File: config.mk
export PLATFORM = sky130hd
export DESIGN_NAME = base64_stream_codec
export DESIGN_NICKNAME = d
export VERILOG_FILES = /design/src/rtl/b64sc_pkg.sv /design/src/rtl/b64sc_front.sv /design/src/rtl/b64sc_queue.sv /design/src/rtl/b64sc_back.sv /design/src/rtl/base64_stream_codec.sv
export SDC_FILE = /design/constraint.sdc
export NUM_CORES = 1
export LEC_CHECK = 0
export BUFFER_PORTS_ARGS = -buffer_cell sky130_fd_sc_hd__buf_2
export CORE_UTILIZATION = 50
export CTS_CLUSTER_DIAMETER = 150
export DETAILED_ROUTE_END_ITERATION = 8
export PLACE_DENSITY = 0.72
export SLEW_MARGIN = 30
export SYNTH_ARGS = -nofsm -noshare
export SYNTH_HDL_FRONTEND = slang
export SYNTH_SLANG_ARGS = --single-unit
File: constraint.sdc
create_clock -name clock -period 3.05 [get_ports clock]
set_input_delay 0 -clock clock [delete_from_list [all_inputs] [get_ports clock]]
set_output_delay 0 -clock clock [all_outputs]
set_load 0.005 [all_outputs]
File: src/rtl/b64sc_pkg.sv
// Shared types, character codes and alphabet functions for the base64 stream codec.
`timescale 1ns / 1ps

package b64sc_pkg;

   localparam int QDepth = 4;
   localparam int QAddrWidth = $clog2(QDepth);
   localparam int QCountWidth = $clog2(QDepth + 1);

   localparam logic ModeEncode = 1'b0;
   localparam logic ModeDecode = 1'b1;

   localparam logic [7:0] CharUpperA = 8'h41;
   localparam logic [7:0] CharUpperZ = 8'h5a;
   localparam logic [7:0] CharLowerA = 8'h61;
   localparam logic [7:0] CharLowerZ = 8'h7a;
   localparam logic [7:0] CharZero = 8'h30;
   localparam logic [7:0] CharNine = 8'h39;
   localparam logic [7:0] CharPlus = 8'h2b;
   localparam logic [7:0] CharSlash = 8'h2f;
   localparam logic [7:0] CharPad = 8'h3d;

   // One queued job: up to four result bytes, byte i at data[8*i +: 8].
   typedef struct packed {
      logic [31:0] data;
      logic [2:0]  num;
      logic        last;
      logic        err;
   } job_type;

   function automatic logic [7:0] sextet_to_char(input logic [5:0] v);
      logic [7:0] w;
      w = {2'b00, v};
      if (v < 6'd26) begin
         sextet_to_char = CharUpperA + w;
      end else if (v < 6'd52) begin
         sextet_to_char = CharLowerA + w - 8'd26;
      end else if (v < 6'd62) begin
         sextet_to_char = CharZero + w - 8'd52;
      end else if (v == 6'd62) begin
         sextet_to_char = CharPlus;
      end else begin
         sextet_to_char = CharSlash;
      end
   endfunction

   // Returns {invalid, value}; the pad character gives value zero.
   function automatic logic [6:0] char_to_sextet(input logic [7:0] c);
      logic [7:0] t;
      t = 8'd0;
      if (c >= CharUpperA && c <= CharUpperZ) begin
         t = c - CharUpperA;
         char_to_sextet = {1'b0, t[5:0]};
      end else if (c >= CharLowerA && c <= CharLowerZ) begin
         t = c - CharLowerA + 8'd26;
         char_to_sextet = {1'b0, t[5:0]};
      end else if (c >= CharZero && c <= CharNine) begin
         t = c - CharZero + 8'd52;
         char_to_sextet = {1'b0, t[5:0]};
      end else if (c == CharPlus) begin
         char_to_sextet = {1'b0, 6'd62};
      end else if (c == CharSlash) begin
         char_to_sextet = {1'b0, 6'd63};
      end else if (c == CharPad) begin
         char_to_sextet = {1'b0, 6'd0};
      end else begin
         char_to_sextet = {1'b1, 6'd63};
      end
   endfunction

endpackage

File: src/rtl/b64sc_front.sv
// Front end: accepts items, builds groups and posts finished groups as jobs.
`timescale 1ns / 1ps

module b64sc_front import b64sc_pkg::*; (
   input  logic          clock,
   input  logic          reset,
   input  logic          csr_write_enable,
   input  logic          csr_mode,
   input  logic          req_valid,
   input  logic [7:0]    req_in_byte,
   input  logic          req_in_last,
   input  logic          queue_full,
   output logic          accept,
   output logic          push,
   output job_type       push_job
);

   logic        mode_ff, mode_in;
   logic [23:0] group_bits_ff, group_bits_in;
   logic [1:0]  group_count_ff, group_count_in;
   logic [1:0]  pad_count_ff, pad_count_in;
   logic        error_seen_ff, error_seen_in;

   logic [2:0]  cnt;
   logic [23:0] enc_bits;
   logic [23:0] enc_word;
   logic [2:0]  enc_chars;
   logic [6:0]  dec_code;
   logic [23:0] dec_bits;
   logic [1:0]  dec_pad;
   logic        dec_err;

   assign accept = req_valid && !queue_full;
   assign cnt = {1'b0, group_count_ff} + 3'd1;
   assign enc_bits = {group_bits_ff[15:0], req_in_byte};
   assign dec_code = char_to_sextet(req_in_byte);
   assign dec_bits = {group_bits_ff[17:0], dec_code[5:0]};
   assign dec_err = error_seen_ff || dec_code[6];

   always_comb begin
      unique case (cnt)
         3'd1: begin
            enc_word = {enc_bits[7:0], 16'd0};
            enc_chars = 3'd2;
         end
         3'd2: begin
            enc_word = {enc_bits[15:0], 8'd0};
            enc_chars = 3'd3;
         end
         default: begin
            enc_word = enc_bits;
            enc_chars = 3'd4;
         end
      endcase
      if (req_in_byte == CharPad) begin
         dec_pad = (pad_count_ff == 2'd2) ? 2'd2 : pad_count_ff + 2'd1;
      end else begin
         dec_pad = 2'd0;
      end
   end

   always_comb begin
      mode_in = mode_ff;
      group_bits_in = group_bits_ff;
      group_count_in = group_count_ff;
      pad_count_in = pad_count_ff;
      error_seen_in = error_seen_ff;
      push = 1'b0;
      push_job = '0;
      if (csr_write_enable) begin
         mode_in = csr_mode;
         group_bits_in = '0;
         group_count_in = '0;
         pad_count_in = '0;
         error_seen_in = 1'b0;
      end else if (accept) begin
         if (mode_ff == ModeEncode) begin
            if (cnt == 3'd3 || req_in_last) begin
               push = 1'b1;
               for (int i = 0; i < 4; i++) begin
                  push_job.data[8*i +: 8] = (3'(i) < enc_chars) ?
                     sextet_to_char(enc_word[18 - 6*i +: 6]) : CharPad;
               end
               push_job.num = 3'd4;
               push_job.last = req_in_last;
               push_job.err = 1'b0;
               group_bits_in = '0;
               group_count_in = '0;
               pad_count_in = '0;
               error_seen_in = 1'b0;
            end else begin
               group_bits_in = enc_bits;
               group_count_in = cnt[1:0];
            end
         end else begin
            if (cnt == 3'd4) begin
               push = 1'b1;
               push_job.data = {8'd0, dec_bits[7:0], dec_bits[15:8], dec_bits[23:16]};
               push_job.num = req_in_last ? 3'd3 - {1'b0, dec_pad} : 3'd3;
               push_job.last = req_in_last;
               push_job.err = req_in_last && dec_err;
               group_bits_in = '0;
               group_count_in = '0;
               pad_count_in = '0;
               error_seen_in = req_in_last ? 1'b0 : dec_err;
            end else if (req_in_last) begin
               push = 1'b1;
               push_job.data = '0;
               push_job.num = 3'd1;
               push_job.last = 1'b1;
               push_job.err = 1'b1;
               group_bits_in = '0;
               group_count_in = '0;
               pad_count_in = '0;
               error_seen_in = 1'b0;
            end else begin
               group_bits_in = dec_bits;
               group_count_in = cnt[1:0];
               pad_count_in = dec_pad;
               error_seen_in = dec_err;
            end
         end
      end
   end

   always_ff @(posedge clock) begin
      if (reset) begin
         mode_ff <= ModeEncode;
         group_bits_ff <= '0;
         group_count_ff <= '0;
         pad_count_ff <= '0;
         error_seen_ff <= 1'b0;
      end else begin
         mode_ff <= mode_in;
         group_bits_ff <= group_bits_in;
         group_count_ff <= group_count_in;
         pad_count_ff <= pad_count_in;
         error_seen_ff <= error_seen_in;
      end
   end

endmodule

File: src/rtl/b64sc_queue.sv
// Short job queue between the front end and the result back end.
`timescale 1ns / 1ps

module b64sc_queue import b64sc_pkg::*; (
   input  logic    clock,
   input  logic    reset,
   input  logic    push,
   input  job_type push_job,
   input  logic    pop,
   output job_type head_job,
   output logic    empty,
   output logic    full
);

   job_type                 slots_ff [QDepth];
   logic [QAddrWidth-1:0]   wr_ptr_ff, wr_ptr_in;
   logic [QAddrWidth-1:0]   rd_ptr_ff, rd_ptr_in;
   logic [QCountWidth-1:0]  count_ff, count_in;

   assign empty = (count_ff == '0);
   assign full = (count_ff == QCountWidth'(QDepth));
   assign head_job = slots_ff[rd_ptr_ff];

   always_comb begin
      wr_ptr_in = push ? wr_ptr_ff + QAddrWidth'(1) : wr_ptr_ff;
      rd_ptr_in = pop ? rd_ptr_ff + QAddrWidth'(1) : rd_ptr_ff;
      count_in = count_ff;
      if (push && !pop) begin
         count_in = count_ff + QCountWidth'(1);
      end else if (pop && !push) begin
         count_in = count_ff - QCountWidth'(1);
      end
   end

   always_ff @(posedge clock) begin
      if (reset) begin
         wr_ptr_ff <= '0;
         rd_ptr_ff <= '0;
         count_ff <= '0;
      end else begin
         wr_ptr_ff <= wr_ptr_in;
         rd_ptr_ff <= rd_ptr_in;
         count_ff <= count_in;
      end
   end

   always_ff @(posedge clock) begin
      if (push) begin
         slots_ff[wr_ptr_ff] <= push_job;
      end
   end

endmodule

File: src/rtl/b64sc_back.sv
// Back end: walks the head job and drives one result item per cycle into the output register unless rsp_stall holds it.
`timescale 1ns / 1ps

module b64sc_back import b64sc_pkg::*; (
   input  logic       clock,
   input  logic       reset,
   input  job_type    head_job,
   input  logic       empty,
   output logic       pop,
   output logic       rsp_valid,
   input  logic       rsp_stall,
   output logic [7:0] rsp_out_byte,
   output logic       rsp_out_last,
   output logic       rsp_error
);

   logic [1:0] idx_ff, idx_in;
   logic       valid_ff, valid_in;
   logic [7:0] byte_ff, byte_in;
   logic       last_ff, last_in;
   logic       error_ff, error_in;
   logic       load;
   logic       at_end;

   assign load = !empty && (!valid_ff || !rsp_stall);
   assign at_end = ({1'b0, idx_ff} + 3'd1) == head_job.num;
   assign pop = load && at_end;

   always_comb begin
      idx_in = idx_ff;
      valid_in = valid_ff;
      byte_in = byte_ff;
      last_in = last_ff;
      error_in = error_ff;
      if (load) begin
         valid_in = 1'b1;
         byte_in = head_job.data[8*idx_ff +: 8];
         last_in = head_job.last && at_end;
         error_in = head_job.err && at_end;
         idx_in = at_end ? 2'd0 : idx_ff + 2'd1;
      end else if (!rsp_stall) begin
         valid_in = 1'b0;
      end
   end

   always_ff @(posedge clock) begin
      if (reset) begin
         idx_ff <= '0;
         valid_ff <= 1'b0;
      end else begin
         idx_ff <= idx_in;
         valid_ff <= valid_in;
      end
   end

   always_ff @(posedge clock) begin
      byte_ff <= byte_in;
      last_ff <= last_in;
      error_ff <= error_in;
   end

   assign rsp_valid = valid_ff;
   assign rsp_out_byte = byte_ff;
   assign rsp_out_last = last_ff;
   assign rsp_error = error_ff;

endmodule

File: src/rtl/base64_stream_codec.sv
// Top level of the streaming base64 encoder and decoder.
`timescale 1ns / 1ps

// The block takes one item per cycle on the req_ channel as long as its four-entry job queue has
// room, and delivers one result item per cycle on the rsp_ channel from a registered output while
// rsp_stall is low. Encoding turns every three bytes into four characters, so a steady byte stream
// is held back by the output stage; decoding turns four characters into three bytes and runs at
// the input rate. In encode mode the output stage, which emits one item per cycle, sets the
// sustained rate. The first result of a group is written into the job queue, then the output register.
// Write csr_mode only while the block is idle; a write also discards any partial group and the
// error flag. In decode mode rsp_error is valid on the item marked last.

module base64_stream_codec import b64sc_pkg::*; (
   input  logic       clock,
   input  logic       reset,
   input  logic       csr_write_enable,
   input  logic       csr_mode,
   input  logic       req_valid,
   output logic       req_stall,
   input  logic [7:0] req_in_byte,
   input  logic       req_in_last,
   output logic       rsp_valid,
   input  logic       rsp_stall,
   output logic [7:0] rsp_out_byte,
   output logic       rsp_out_last,
   output logic       rsp_error
);

   logic    accept;
   logic    push;
   job_type push_job;
   logic    pop;
   job_type head_job;
   logic    empty;
   logic    full;

   assign req_stall = full;

   b64sc_front u_front (
      .clock            (clock),
      .reset            (reset),
      .csr_write_enable (csr_write_enable),
      .csr_mode         (csr_mode),
      .req_valid        (req_valid),
      .req_in_byte      (req_in_byte),
      .req_in_last      (req_in_last),
      .queue_full       (full),
      .accept           (accept),
      .push             (push),
      .push_job         (push_job)
   );

   b64sc_queue u_queue (
      .clock    (clock),
      .reset    (reset),
      .push     (push && accept),
      .push_job (push_job),
      .pop      (pop),
      .head_job (head_job),
      .empty    (empty),
      .full     (full)
   );

   b64sc_back u_back (
      .clock        (clock),
      .reset        (reset),
      .head_job     (head_job),
      .empty        (empty),
      .pop          (pop),
      .rsp_valid    (rsp_valid),
      .rsp_stall    (rsp_stall),
      .rsp_out_byte (rsp_out_byte),
      .rsp_out_last (rsp_out_last),
      .rsp_error    (rsp_error)
   );

endmodule
# Word level (Yosys, flattened, before mapping)
# Memory sizes are Yosys's and may differ from the RTL's. A register that Yosys moved wholly into a read port is not among the register bits.
# Cells that the tools add are included.
dict set report word_totals {
  latch_bits 0
  input_bits 15
  n_memories 1
  ff_bits 44
  ram_bits 148
  romBits 0
  wordCells 179
}
dict set report classes {
  shift 1
  n_eq_ne 15
  add_sub_neg 34
  mul 0
  n_reduce_logical 26
  muxes 67
  div 0
  n_bitwise 0
  order_cmp 22
}
# name words width rd rd_ports_with_merged_regs wr line
set mem_list {}
lappend mem_list {u_queue.slots_ff 4 37 1 1 1 b64sc_queue.sv:15} ;# job_type slots_ff [QDepth];
# op n
set op_table {}
lappend op_table {{37-bit 2-to-1 mux} 4}
lappend op_table {{8-bit 2-to-1 mux} 16}
lappend op_table {{18-bit 2-to-1 mux} 4}
lappend op_table {{7-bit by 6-bit adder with 8-bit output (first input constant)} 8}
lappend op_table {{6-bit less-than comparator (second input constant)} 8}
lappend op_table {{24-bit one-hot mux with 2 select lines} 1}
lappend op_table {{7-bit 2-to-1 mux} 6}
lappend op_table {{32-bit by 6-bit indexed part select with 8-bit output} 1}
lappend op_table {{8-bit by 5-bit subtractor with 8-bit output (second input constant)} 4}
lappend op_table {{8-bit by 6-bit subtractor with 8-bit output (second input constant)} 4}
lappend op_table {{29-bit 2-to-1 mux} 1}
lappend op_table {{6-bit by 6-bit adder with 7-bit output (first input constant)} 4}
lappend op_table {{2-bit 2-to-1 mux} 13}
lappend op_table {{6-bit equality test (second input constant)} 4}
lappend op_table {{8-bit by 6-bit equality test with 1-bit output (second input constant)} 3}
lappend op_table {{6-bit by 5-bit less-than comparator with 1-bit output (second input constant)} 4}
lappend op_table {{3-bit 2-to-1 mux} 8}
lappend op_table {{8-bit by 7-bit greater-or-equal comparator with 1-bit output (second input constant)} 2}
lappend op_table {{8-bit by 7-bit <= comparator with 1-bit output (second input constant)} 2}
lappend op_table {{1-bit 2-to-1 mux} 13}
lappend op_table {{1-bit logical AND} 12}
lappend op_table {{6-bit subtractor (second input constant)} 2}
lappend op_table {{2-bit by 1-bit adder with 2-bit output (second input constant)} 4}
lappend op_table {{8-bit by 6-bit greater-or-equal comparator with 1-bit output (second input constant)} 1}
lappend op_table {{23 further kinds} 36}

# Logic depth before layout (Yosys ltp)
# Gate-level depths: netlist of the first run.
dict set report depth {
  word_depth 13
  mapped_depth 16
  ltp_nobuf 12
}

# By module
# From an unflattened synthesis of the first run, not the netlist that was laid out.
dict set report hier_totals {
  cells_unflattened 828
  area_unflattened_um2 10388.7
}
# mod cells_each area_per_inst_um2 seq_area_each_um2 instances
set modules_own_cells {}
lappend modules_own_cells {b64sc_queue 237 5824.3 4624.4 1}
lappend modules_own_cells {b64sc_front 549 3877.5 480.5 1}
lappend modules_own_cells {b64sc_back 41 680.7 360.3 1}
lappend modules_own_cells {base64_stream_codec 1 6.3 0.0 1}

# Worst setup path after synthesis of the first run
# No wires, ideal clock.
dict set report synth_path {
  path_type {reg-to-reg}
  startpoint {register u_front.group_count_ff[0]}
  endpoint {memory u_queue.slots_ff[0][26] in the netlist's numbering (data pin)}
  slack_ns -0.029
  path_stages_with_launch 15
  path_buffers 4
  required_ns 2.882
  period_less_slack_ns 3.079
  arrival_ns 2.911
  path_cell_list {dfxtp_1 -> inv_1 -> ha_1 -> buf_4 -> buf_6 -> nand2b_1 -> mux2_2 -> inv_1 -> ha_1 -> clkbuf_1 -> a31o_4 -> a21oi_1 -> buf_6 -> or4_4 -> o211ai_2}
}
# item line
set synth_lines {}
lappend synth_lines {{start: declaration} b64sc_front.sv:20} ;# logic [1:0] group_count_ff, group_count_in;
lappend synth_lines {{start signal: assignment} b64sc_front.sv:136} ;# group_count_ff <= group_count_in;
lappend synth_lines {{end: declaration} b64sc_queue.sv:15}

==> results.json, run 1 <==
{
  "run_status": "completed",
  "cts_made_buffers": 17,
  "place.detailed.instances": 1179,
  "switching_share_pct": 26.7,
  "peak_supply_drop_uv": 406,
  "worstMarginPinSlew_ps": 748,
  "yosys_most_used_dff": "sky130_fd_sc_hd__edfxtp_1",
  "worst_slack_ps": 164,
  "skew_ps": 16.5,
  "setup_viol": 0,
  "row_count": 52,
  "grt.overflow.total": 0,
  "start_util_pct": 51.5,
  "internal_power_contribution_mw": 4.77,
  "nFillCells": 1633,
  "design.final.nets": 1000,
  "timing.final.hold_violations": 0,
  "worstPathArrival_ps": 3070,
  "pin_count": 27,
  "post-route-drc-count": 0,
  "synth-edff-count": 158,
  "cts.sink_count": 194,
  "max_used_layer": "met4",
  "finish.utilization_pct": 59.7,
  "final_period_minus_worst_setup_slack_ps": 2890,
  "hold-path-cell-count": 4,
  "post_route_cell_area_um2": 12200,
  "clk_latency_ps": 440,
  "finalNonFillerCells": 1220,
  "m1WireLength_mm": 11.2,
  "syn2layout_area_growth_pct": 16.0,
  "grt.total_usage_pct": 24.6,
  "startpoint": "u_front.group_count_ff[0]$_SDFFE_PP0P_",
  "grt_antenna_before_repair": 0,
  "clock_tree.root_cell": "sky130_fd_sc_hd__clkbuf_16",
  "seq_power_share_pct": 47.3,
  "met2_wl_post_dr_mm": 12.1,
  "mappedNetlistArea_um2": 10500,
  "cts_h_tree_lvls": 4,
  "fp.dieH_um": 147,
  "via_per_inst": 6.15,
  "regToRegStartpoint": "u_front.group_count_ff[0]$_SDFFE_PP0P_",
  "vias": 7509,
  "worstHoldPathType": "input pin to flip-flop",
  "power_frac_clock_pct": 35.4,
  "via_count_of_the_first_global_routing_pass": 7322,
  "timing.setup.tns_ps": 0,
  "routed_wl_per_cell_um": 21.0,
  "dr_wl_met3_mm": 1.56,
  "antenna_cells_inserted": 0,
  "switchingPower_mw": 1.74,
  "die-area_um2": 21600,
  "finalWeightedCongestion": 0.944,
  "slew_headroom_pct": 50.0,
  "synthArstFlopShare_pct": 0,
  "drt-pass1-iter-count": 5,
  "clk_path_buf_depth": 2,
  "cp.required_ps": 3240,
  "grt_setup_unrepaired": "no",
  "powerDensity_nw_per_um2": 533,
  "register_bit_total_from_synthesis": 194,
  "mappedNetlistNets": 916,
  "die_width_um": 147,
  "detailed_place_hpwl_mm": 17.6,
  "cp-end-kind": "flip-flop",
  "total_leakage_power_nw": 4.37,
  "preCtsSetupSlack_ps": 25.8,
  "tritoncts": "built",
  "maximum_number_of_pins_on_one_net_before_global_route_repair": 38,
  "critical_path.reg2reg.endpoint": "u_queue.slots_ff[2][30]$_DFFE_PP_",
  "timing_worst_setup_path_type": "flip-flop to flip-flop",
  "drt_first_iter_violations": 783,
  "max-cap-violations": 0,
  "worstHoldStart": "req_in_byte[3]",
  "post-layout-total-power_mw": 6.50,
  "first_pass_grt_wire_length_mm": 40.4,
  "cp-start-kind": "flip-flop",
  "yosysWarningCount": 0,
  "synth_cell_types": 86,
  "clock_slew_at_the_register_clock_pins_of_the_worst_setup_and_hold_paths_ps": 80,
  "r2r_setup_slack_ps": 160,
  "worstHoldEndpoint": "u_front.group_bits_ff[3]$_SDFFE_PP0P_",
  "syn_inst": 853,
  "timing_max_transition_violations_final": 0,
  "drtAntennaViolNets": 0,
  "core-area_um2": 20400,
  "comb_power_share_pct": 17.4,
  "path_max_fanout": 7,
  "synth_sequential_area_ratio_pct": 52.0,
  "ratio_of_final_minimum_period_to_clock_period_pct": 94.6,
  "reg2reg_depth": 13,
  "fin_worst_hold_slack_ps": 25.3,
  "fmax_mhz": 347,
  "final_layout_size_suffix_gt1_share_pct": 25.4,
  "placed_area_um2": 11400,
  "postSynthAreaPerCell_um2": 12.3,
  "port_buffers": 26,
  "route.final.wire_length_mm": 25.6
}
==> synth_stat cells, drive strengths merged (5+ instances only) <==
master,count,area (um^2)
a211oi,13,108
a21o,12,90.1
a21oi,52,294
a221oi,21,184
a22o,15,131
a31oi,6,37.5
a32oi,6,52.6
and2,12,75.1
and3,5,31.3
buf,21,135
clkbuf,32,120
dfxtp,36,721
edfxtp,158,4740
ha,47,588
inv,42,160
mux4,45,1010
nand2,49,186
nand2b,14,95.1
nand3,18,90.1
nand4,7,43.8
nor2,56,223
nor3,37,195
nor3b,11,103
o21ai,27,146
o31ai,11,82.6
or3,6,37.5
xnor2,12,105
xor2,10,87.6
==> cells by family (layout without fill, tap and decap cells) <==
kind of cell / count (synthesis) / count (layout) / share of synthesized area [%]
AO/OA/AOI/OAI: 207 / 207 / 14.4
XOR/XNOR: 22 / 22 / 1.83
adder cells (fa/ha/maj): 48 / 48 / 5.78
buffers and inverters: 96 / 193 / 3.98
flip-flops: 194 / 194 / 52.0
multiplexers: 50 / 50 / 10.2
AND/OR/NAND/NOR: 236 / 236 / 11.8
==> sequential cells by signal, indices dropped and copies added, names as in the netlist, named ones only <==
name,count
u_front.pad_count_ff,2
u_back.rsp_out_last,1
u_back.rsp_out_byte,8
u_queue.rd_ptr_ff,2
u_back.rsp_error,1
u_queue.slots_ff,148
u_front.mode_ff,1
u_front.group_bits_ff,18
u_back.idx_ff,2
u_back.rsp_valid,1
u_front.error_seen_ff,1
u_queue.count_ff,3
u_front.group_count_ff,2
u_queue.wr_ptr_ff,2
==> timing repair <==
action / 4_1_cts / 5_1_grt
setup buffers: 0 / 1
hold buffers: 8 / 0
resized for setup: 1 / 13
hold endpoints to repair: 18 / 0
setup endpoints to repair: 4 / 72
pin swaps: 0 / 1
==> placed cells by master, fill, tap and decap left out, types with 5 or more instances in the layout <==
cell type and instances:
sky130_fd_sc_hd__nand4_1 7, sky130_fd_sc_hd__mux4_2 45, sky130_fd_sc_hd__a32oi_1 6, sky130_fd_sc_hd__a22o_1 15, sky130_fd_sc_hd__clkbuf_16 17, sky130_fd_sc_hd__inv_1 34
sky130_fd_sc_hd__nor3_1 32, sky130_fd_sc_hd__or3_1 6, sky130_fd_sc_hd__a31oi_1 6, sky130_fd_sc_hd__buf_12 5, sky130_fd_sc_hd__nor2_1 51, sky130_fd_sc_hd__o21ai_0 22
sky130_fd_sc_hd__nand2_1 48, sky130_fd_sc_hd__xor2_1 10, sky130_fd_sc_hd__dfxtp_1 34, sky130_fd_sc_hd__a21oi_2 5, sky130_fd_sc_hd__nor3b_1 7, sky130_fd_sc_hd__a21oi_1 45
sky130_fd_sc_hd__a21o_1 12, sky130_fd_sc_hd__o31ai_1 10, sky130_fd_sc_hd__a221oi_1 20, sky130_fd_sc_hd__and3_1 5, sky130_fd_sc_hd__ha_1 46, sky130_fd_sc_hd__xnor2_1 12
sky130_fd_sc_hd__and2_1 8, sky130_fd_sc_hd__buf_2 26, sky130_fd_sc_hd__nand2b_1 13, sky130_fd_sc_hd__edfxtp_1 158, sky130_fd_sc_hd__nand3_1 18, sky130_fd_sc_hd__a211oi_1 11
sky130_fd_sc_hd__buf_4 79, sky130_fd_sc_hd__dlygate4sd3_1 8, sky130_fd_sc_hd__inv_2 7
==> worst max path at each step <==
stage	to	cells after the start
floorplan	u_queue.slots_ff[0][16]$_DFFE_PP_	14
global placement	u_queue.slots_ff[1][18]$_DFFE_PP_	14
detailed placement	u_queue.slots_ff[3][18]$_DFFE_PP_	14
CTS	u_queue.slots_ff[1][16]$_DFFE_PP_	11
global route	u_queue.slots_ff[1][18]$_DFFE_PP_	14
finish	u_queue.slots_ff[2][30]$_DFFE_PP_	13
==> power by group through the flow <==
stage	sequential, mW	clock [mW]	combinational (mW)
after floorplan	3.12	0	0.749
after global placement	3.13	0	1.10
after detailed placement	3.13	0	1.11
after CTS	3.07	2.34	1.13
after global routing	3.09	2.42	1.24
final	3.07	2.30	1.13
==> routing by layer <==
metal / global-route usage (%) / vias up
met2: 38.2 / 279
li1: - / 3484
met1: 34.2 / 3697
met3: 4.22 / 49
met5: 0 / -
met4: 10.1 / 0
==> worst max-delay path, stage by stage (launching register included) <==
cell and delay, ps:
sky130_fd_sc_hd__dfxtp_2 350, sky130_fd_sc_hd__inv_1 70, sky130_fd_sc_hd__ha_1 250, sky130_fd_sc_hd__buf_4 190, sky130_fd_sc_hd__nor2_4 200, sky130_fd_sc_hd__nand2_1 140, sky130_fd_sc_hd__ha_1 210, sky130_fd_sc_hd__a21o_1 170
sky130_fd_sc_hd__a21oi_1 220, sky130_fd_sc_hd__nor2_2 110, sky130_fd_sc_hd__buf_4 150, sky130_fd_sc_hd__nand2_1 50, sky130_fd_sc_hd__o21ai_0 80, sky130_fd_sc_hd__a21oi_1 410
==> cell type report <==
cell class / instances / area [um^2] / share of cell area (%)
clock buffers: 18 / 439 / 3.60
clock inverters: 14 / 171 / 1.40
inverters: 43 / 164 / 1.34
multi-input cells: 563 / 4720 / 38.7
flip-flops and latches: 194 / 5470 / 44.8
well taps: 270 / 338 / 2.77
repair buffers: 118 / 903 / 7.40
No activity file was read; power rests on OpenSTA's default activity.
==> run 2, diff against run 1 <==
Settings changed: ABC_AREA set to 1, PLACE_DENSITY 0.72 to unset, PLACE_DENSITY_LB_ADDON set to 0.15.
==> results.json, run 2 <==
{
  "run_status": "completed",
  "design.final.nets": 1319,
  "clk_path_buf_depth": 2,
  "yosys_most_used_dff": "sky130_fd_sc_hd__edfxtp_1",
  "worstPathArrival_ps": 3010,
  "cts_h_tree_lvls": 4,
  "cp-end-kind": "flip-flop",
  "max_flop_register": "u_queue.slots_ff",
  "first_pass_grt_wire_length_mm": 45.3,
  "via_count_of_the_first_global_routing_pass": 8272,
  "synth.mux.area_fraction_pct": 0,
  "drtAntennaViolNets": 0,
  "worstHoldPathType": "input pin to flip-flop",
  "timing_max_transition_violations_final": 0,
  "layout_common_cells": "sky130_fd_sc_hd__nand2_1, sky130_fd_sc_hd__edfxtp_1, sky130_fd_sc_hd__nor2_1",
  "max-cap-violations": 0,
  "place.detailed.instances": 1506,
  "row_count": 53,
  "layout_commonest_cell": "sky130_fd_sc_hd__nand2_1",
  "final_period_minus_worst_setup_slack_ps": 2840,
  "port_buffers": 26,
  "powerDensity_nw_per_um2": 590,
  "core-area_um2": 21200,
  "route.final.wire_length_mm": 28.8,
  "synth_sequential_area_ratio_pct": 50.2,
  "yosysWarningCount": 0,
  "skew_ps": 21.1,
  "synthArstFlopShare_pct": 0,
  "cts_made_buffers": 17,
  "cp-start-kind": "flip-flop",
  "r2r_setup_slack_ps": 210,
  "die-area_um2": 22400,
  "peak_supply_drop_uv": 386,
  "routed_wl_per_cell_um": 18.6,
  "worstMarginPinSlew_ps": 743,
  "grt.overflow.total": 0,
  "syn2layout_area_growth_pct": 12.4,
  "synth_cell_types": 49,
  "cts.sink_count": 194,
  "vias": 8883,
  "maximum_number_of_pins_on_one_net_before_global_route_repair": 57,
  "synth_top_area_cell": "sky130_fd_sc_hd__edfxtp_1",
  "synth_commonest_cells": "sky130_fd_sc_hd__nand2_1, sky130_fd_sc_hd__edfxtp_1, sky130_fd_sc_hd__nor2_1",
  "preCtsSetupSlack_ps": 258,
  "nFillCells": 1844,
  "fmax_mhz": 352,
  "clock_slew_at_the_register_clock_pins_of_the_worst_setup_and_hold_paths_ps": 90,
  "synth_xor_area_share_pct": 2.01,
  "synth_top_family_by_area": "simple AND/OR/NAND/NOR gates",
  "total_leakage_power_nw": 4.81,
  "synth-edff-count": 158,
  "path_max_fanout": 7,
  "finalNonFillerCells": 1545,
  "die_width_um": 150,
  "ratio_of_final_minimum_period_to_clock_period_pct": 93.1,
  "mappedNetlistNets": 1276,
  "synth.top_cell.area_share_pct": 43.6,
  "most_common_cell_in_the_netlist": "sky130_fd_sc_hd__nand2_1",
  "timing_worst_setup_path_type": "flip-flop to flip-flop",
  "mappedNetlistArea_um2": 10900,
  "start_util_pct": 51.5,
  "grt_antenna_before_repair": 1,
  "simple_gate_fraction_of_synth_area_pct": 19.6,
  "cp.required_ps": 3210,
  "drt-pass1-iter-count": 8,
  "detailed_place_hpwl_mm": 19.9,
  "post-route-drc-count": 0,
  "cells_taking_the_most_area_after_synthesis": "sky130_fd_sc_hd__edfxtp_1, sky130_fd_sc_hd__nand2_1, sky130_fd_sc_hd__dfxtp_1",
  "slew_headroom_pct": 50.0,
  "tritoncts": "built",
  "syn_inst": 1213,
  "worst_slack_ps": 209,
  "clk_latency_ps": 440,
  "finish.utilization_pct": 57.8,
  "final_layout_size_suffix_gt1_share_pct": 12.4,
  "timing.final.hold_violations": 0,
  "fin_worst_hold_slack_ps": 31.0,
  "grt.total_usage_pct": 26.7,
  "via_per_inst": 5.75,
  "synth-compound-area-share_pct": 15.8,
  "register_bit_total_from_synthesis": 194,
  "finalWeightedCongestion": 0.966,
  "synthesized_area_fraction_occupied_by_adder_cells_pct": 5.59,
  "postSynthAreaPerCell_um2": 8.97,
  "setup_viol": 0,
  "pin_count": 27,
  "fp.dieH_um": 150,
  "post-layout-total-power_mw": 7.21,
  "largest_register_ffs": 148,
  "drt_first_iter_violations": 724,
  "clock_tree.root_cell": "sky130_fd_sc_hd__clkbuf_16"
}
-- run 2: changes by cell type in the layout (fill, tap and decap cells not counted), moves of 15 or more --
cell,delta
sky130_fd_sc_hd__nand2_1,+165
sky130_fd_sc_hd__o21ai_0,+102
sky130_fd_sc_hd__inv_1,+88
sky130_fd_sc_hd__nor2_1,+75
sky130_fd_sc_hd__nand3_1,+57
sky130_fd_sc_hd__mux4_2,-45
sky130_fd_sc_hd__buf_4,-43
sky130_fd_sc_hd__nor3_1,-21
sky130_fd_sc_hd__o221ai_1,+21
sky130_fd_sc_hd__nand4_1,+19
sky130_fd_sc_hd__a22o_1,-15
-- run 2: per-stage QoR --
step	cell area, um^2	TNS [ps]
2_1_floorplan	10900	-11600
3_3_place_gp	11500	0
3_5_place_dp	11500	0
4_1_cts	12200	0
5_1_grt	12200	-5.46
6_report	12200	0
-- run 2: cell type report --
class / count / area [um^2] / share of cell area (%)
inverter: 132 / 498 / 4.07
antenna: 1 / 2.50 / 0.0205
multi-input combinational: 838 / 4740 / 38.8
tap: 275 / 344 / 2.81
timing repair buffer: 73 / 552 / 4.51
clock buffer: 17 / 425 / 3.48
clock inverter: 15 / 203 / 1.66
sequential: 194 / 5470 / 44.7
-- run 2: worst max-delay path, stage by stage, from the launching register on --
cell and delay (ps):
sky130_fd_sc_hd__dfxtp_1 390, sky130_fd_sc_hd__inv_1 110, sky130_fd_sc_hd__ha_1 290, sky130_fd_sc_hd__inv_2 140, sky130_fd_sc_hd__nand2_2 90, sky130_fd_sc_hd__buf_4 170, sky130_fd_sc_hd__nor2_1 190, sky130_fd_sc_hd__inv_1 70
sky130_fd_sc_hd__ha_1 270, sky130_fd_sc_hd__nor2_4 200, sky130_fd_sc_hd__inv_1 90, sky130_fd_sc_hd__a211oi_1 530
-- run 2: kinds of logic after synthesis --
kind of cell	after synthesis
fa+ha+maj	48
flops	194
buf+inv	181
compound gates	278
simple gates	487
xor+xnor	25
-- run 2: worst paths after layout --
path,startpoint,depth (start not counted),end
setup / recovery,u_front.group_count_ff[0]$_SDFFE_PP0P_,11,u_queue.slots_ff[2][29]$_DFFE_PP_
hold / removal,req_in_byte[3],3,u_front.group_bits_ff[3]$_SDFFE_PP0P_
setup reg to reg,u_front.group_count_ff[0]$_SDFFE_PP0P_,11,u_queue.slots_ff[2][29]$_DFFE_PP_
hold reg to reg,u_front.pad_count_ff[0]$_SDFFE_PP0P_,2,u_front.pad_count_ff[0]$_SDFFE_PP0P_
-- run 2: routing by layer --
layer  share of wire, %  wire length (um)  vias up  track usage, %
met5                  0                 0        -               0
met2                 46             13200      336            42.2
li1                   -                 -     4316               -
met1                 45             12900     4178            36.8
met4                2.6               759        0            10.1
met3                6.4              1850       53            4.36
-- run 2: repair_timing --
action	CTS	global route
setup buffers	0	0
hold endpoints to repair	7	0
setup endpoints to repair	0	24
hold buffers	6	0
gates resized for setup	0	5
-- run 2: power breakdown --
part	switching (mW)	internal [mW]	total, mW
clock	1.15	1.20	2.34
combinational	1.15	0.548	1.69
sequential	0.0971	3.08	3.18
total	2.39	4.83	7.21
==> run 3, diff against run 2 <==
Settings changed: SYNTH_HIERARCHICAL set to 1.
==> results.json, run 3 <==
{
  "grt.total_usage_pct": 26.3,
  "setup_viol": 0,
  "grt_setup_unrepaired": "no",
  "final_period_minus_worst_setup_slack_ps": 2790,
  "cells_taking_the_most_area_after_synthesis": "sky130_fd_sc_hd__edfxtp_1, sky130_fd_sc_hd__nand2_1, sky130_fd_sc_hd__dfxtp_1",
  "timing.final.hold_violations": 0,
  "synthArstFlopShare_pct": 0,
  "yosysWarningCount": 6,
  "routed_wl_per_cell_um": 18.1,
  "clk_latency_ps": 440,
  "grt.overflow.total": 0,
  "fmax_mhz": 358,
  "synth_commonest_cells": "sky130_fd_sc_hd__nand2_1, sky130_fd_sc_hd__edfxtp_1, sky130_fd_sc_hd__nor2_1",
  "peak_supply_drop_uv": 357,
  "cts.sink_count": 194,
  "die_width_um": 150,
  "detailed_place_hpwl_mm": 19.6,
  "clock_tree.root_cell": "sky130_fd_sc_hd__clkbuf_16",
  "skew_ps": 14.3,
  "synth-edff-count": 158,
  "cts_h_tree_lvls": 4,
  "largest_register_ffs": 148,
  "grt_antenna_before_repair": 0,
  "timing_max_transition_violations_final": 0,
  "nFillCells": 1910,
  "postSynthAreaPerCell_um2": 8.85,
  "slew_headroom_pct": 48.2,
  "route.final.wire_length_mm": 28.1,
  "register_bit_total_from_synthesis": 194,
  "port_buffers": 26,
  "fp.dieH_um": 150,
  "pin_count": 27,
  "start_util_pct": 51.6,
  "drtAntennaViolNets": 0,
  "row_count": 53,
  "reg2reg_depth": 12,
  "timing.setup.tns_ps": 0,
  "clk_path_buf_depth": 2,
  "syn_inst": 1240,
  "clock_slew_at_the_register_clock_pins_of_the_worst_setup_and_hold_paths_ps": 80,
  "first_pass_grt_wire_length_mm": 44.8,
  "cts_made_buffers": 17,
  "worstPathArrival_ps": 2950,
  "regToRegStartpoint": "u_front/group_count_ff[1]$_SDFFE_PP0P_",
  "synth_top_area_cell": "sky130_fd_sc_hd__edfxtp_1",
  "most_common_cell_in_the_netlist": "sky130_fd_sc_hd__nand2_1",
  "syn2layout_area_growth_pct": 9.12,
  "timing_worst_setup_path_type": "flip-flop to flip-flop",
  "cp-start-kind": "flip-flop",
  "synth_cell_types": 51,
  "mappedNetlistNets": 1294,
  "ratio_of_final_minimum_period_to_clock_period_pct": 91.6,
  "post-cts-setup-buffer-count": 0,
  "via_per_inst": 5.66,
  "design.final.nets": 1320,
  "post-layout-total-power_mw": 6.63,
  "finalWeightedCongestion": 0.919,
  "tritoncts": "built",
  "critical_path.reg2reg.endpoint": "u_queue/slots_ff[3][17]$_DFFE_PP_",
  "run_status": "completed",
  "antenna_cells_inserted": 0,
  "worstMarginPinSlew_ps": 768,
  "startpoint": "u_front/group_count_ff[1]$_SDFFE_PP0P_",
  "cp-end-kind": "flip-flop",
  "layout_common_cells": "sky130_fd_sc_hd__nand2_1, sky130_fd_sc_hd__edfxtp_1, sky130_fd_sc_hd__nor2_1",
  "core-area_um2": 21300,
  "final_layout_size_suffix_gt1_share_pct": 11.6,
  "layout_commonest_cell": "sky130_fd_sc_hd__nand2_1",
  "maximum_number_of_pins_on_one_net_before_global_route_repair": 67,
  "drt-pass1-iter-count": 5,
  "vias": 8800,
  "synth_sequential_area_ratio_pct": 49.8,
  "die-area_um2": 22600,
  "mappedNetlistArea_um2": 11000,
  "cp-endpoint": "u_queue/slots_ff[3][17]$_DFFE_PP_",
  "yosys_most_used_dff": "sky130_fd_sc_hd__edfxtp_1",
  "post-route-drc-count": 0,
  "max-cap-violations": 0,
  "worstHoldPathType": "input pin to flip-flop",
  "cp.required_ps": 3210,
  "via_count_of_the_first_global_routing_pass": 8258,
  "powerDensity_nw_per_um2": 553,
  "synth.top_cell.area_share_pct": 43.2,
  "r2r_setup_slack_ps": 260,
  "total_leakage_power_nw": 4.95,
  "max_flop_register": "u_queue/slots_ff",
  "path_max_fanout": 14,
  "drt_first_iter_violations": 706
}
==> run 3: cell types whose count changed after synthesis, sizes merged, moves of 8 or more <==
cell,before,now
nor2,141,168
ha,47,38
o221ai,24,2
a221oi,12,0
inv,129,156
o22ai,15,60
o21ai,140,155
clkbuf,28,20
nand4,26,16
o211ai,17,7
==> run 3: cell families (layout without fill, tap and decap cells) <==
| family | after synthesis | in the layout | share of synthesized area [%] |
|---|---|---|---|
| simple gates | 500 | 500 | 20.8 |
| compound gates | 283 | 283 | 14.9 |
| buf+inv | 204 | 243 | 8.46 |
| flops | 194 | 194 | 49.8 |
| fa+ha+maj | 39 | 39 | 4.51 |
| xor+xnor | 20 | 20 | 1.60 |
==> run 3: cell type report <==
cell class                      instances  area (um^2)  area share, %
Clock buffer                           18          429           3.58
Clock inverter                         14          144           1.20
Inverter                              156          596           4.97
Multi-Input combinational cell        842         4580           38.3
Sequential cell                       194         5470           45.6
Tap cell                              275          344           2.87
Timing Repair Buffer                   55          415           3.47
==> run 3: critical path: stages, from the launching register on <==
cell	delay, ps
sky130_fd_sc_hd__dfxtp_1	310
sky130_fd_sc_hd__inv_1	120
sky130_fd_sc_hd__ha_1	450
sky130_fd_sc_hd__nor2_8	150
sky130_fd_sc_hd__buf_4	210
sky130_fd_sc_hd__a21boi_2	310
sky130_fd_sc_hd__ha_1	200
sky130_fd_sc_hd__inv_1	50
sky130_fd_sc_hd__a21oi_1	210
sky130_fd_sc_hd__xor2_1	170
sky130_fd_sc_hd__nand2_1	70
sky130_fd_sc_hd__a21oi_1	150
sky130_fd_sc_hd__o21ai_1	110
==> run 3: metal layers <==
layer / GRT usage, % / share of wire, % / up-vias
met1: 35.7 / 44 / 4146
li1: - / - / 4270
met4: 9.70 / 2.8 / 0
met2: 42.1 / 46 / 339
met5: 0 / 0 / -
met3: 4.91 / 7.1 / 45
==> run 3: report_power, final <==
group	switching, mW	internal (mW)	total (mW)
Clock	1.04	1.09	2.14
Sequential	0.0770	3.02	3.10
Combinational	0.958	0.440	1.40
Total	2.08	4.55	6.63
==> run 3: metrics by stage <==
| stage | util, % | instance area [um^2] | setup WS [ps] | std cells | hold slack [ps] |
|---|---|---|---|---|---|
| 3_5_place_dp | 53.3 | 11300 | 328 | 1515 | 251 |
| 4_1_cts | 56.3 | 12000 | 299 | 1554 | 70.5 |
| 3_3_place_gp | 53.3 | 11300 | 369 | 1515 | 249 |
| 2_1_floorplan | - | 11000 | 482 | 1240 | 69.1 |
| 5_1_grt | 56.3 | 12000 | 7.22 | 1554 | 105 |
| 6_report | 56.3 | 12000 | 257 | 1554 | 75.1 |
==> run 3: worst min-delay path by stage <==
stage,startpoint,end,slack (ps),cells past startpoint
floorplan,reset,u_back/rsp_valid$_SDFFE_PP0P_,70,1
global placement,csr_mode,u_front/mode_ff$_SDFFE_PP0P_,250,3
detailed placement,csr_mode,u_front/mode_ff$_SDFFE_PP0P_,250,3
CTS,req_in_byte[0],u_front/group_bits_ff[0]$_SDFFE_PP0P_,70,4
global route,req_in_byte[0],u_front/group_bits_ff[0]$_SDFFE_PP0P_,100,4
finish,req_in_byte[0],u_front/group_bits_ff[0]$_SDFFE_PP0P_,80,4
==> run 3: timing repair <==
item,4_1_cts,5_1_grt
hold endpoints to repair,7,0
hold buffers,7,0
gates resized for setup,0,0
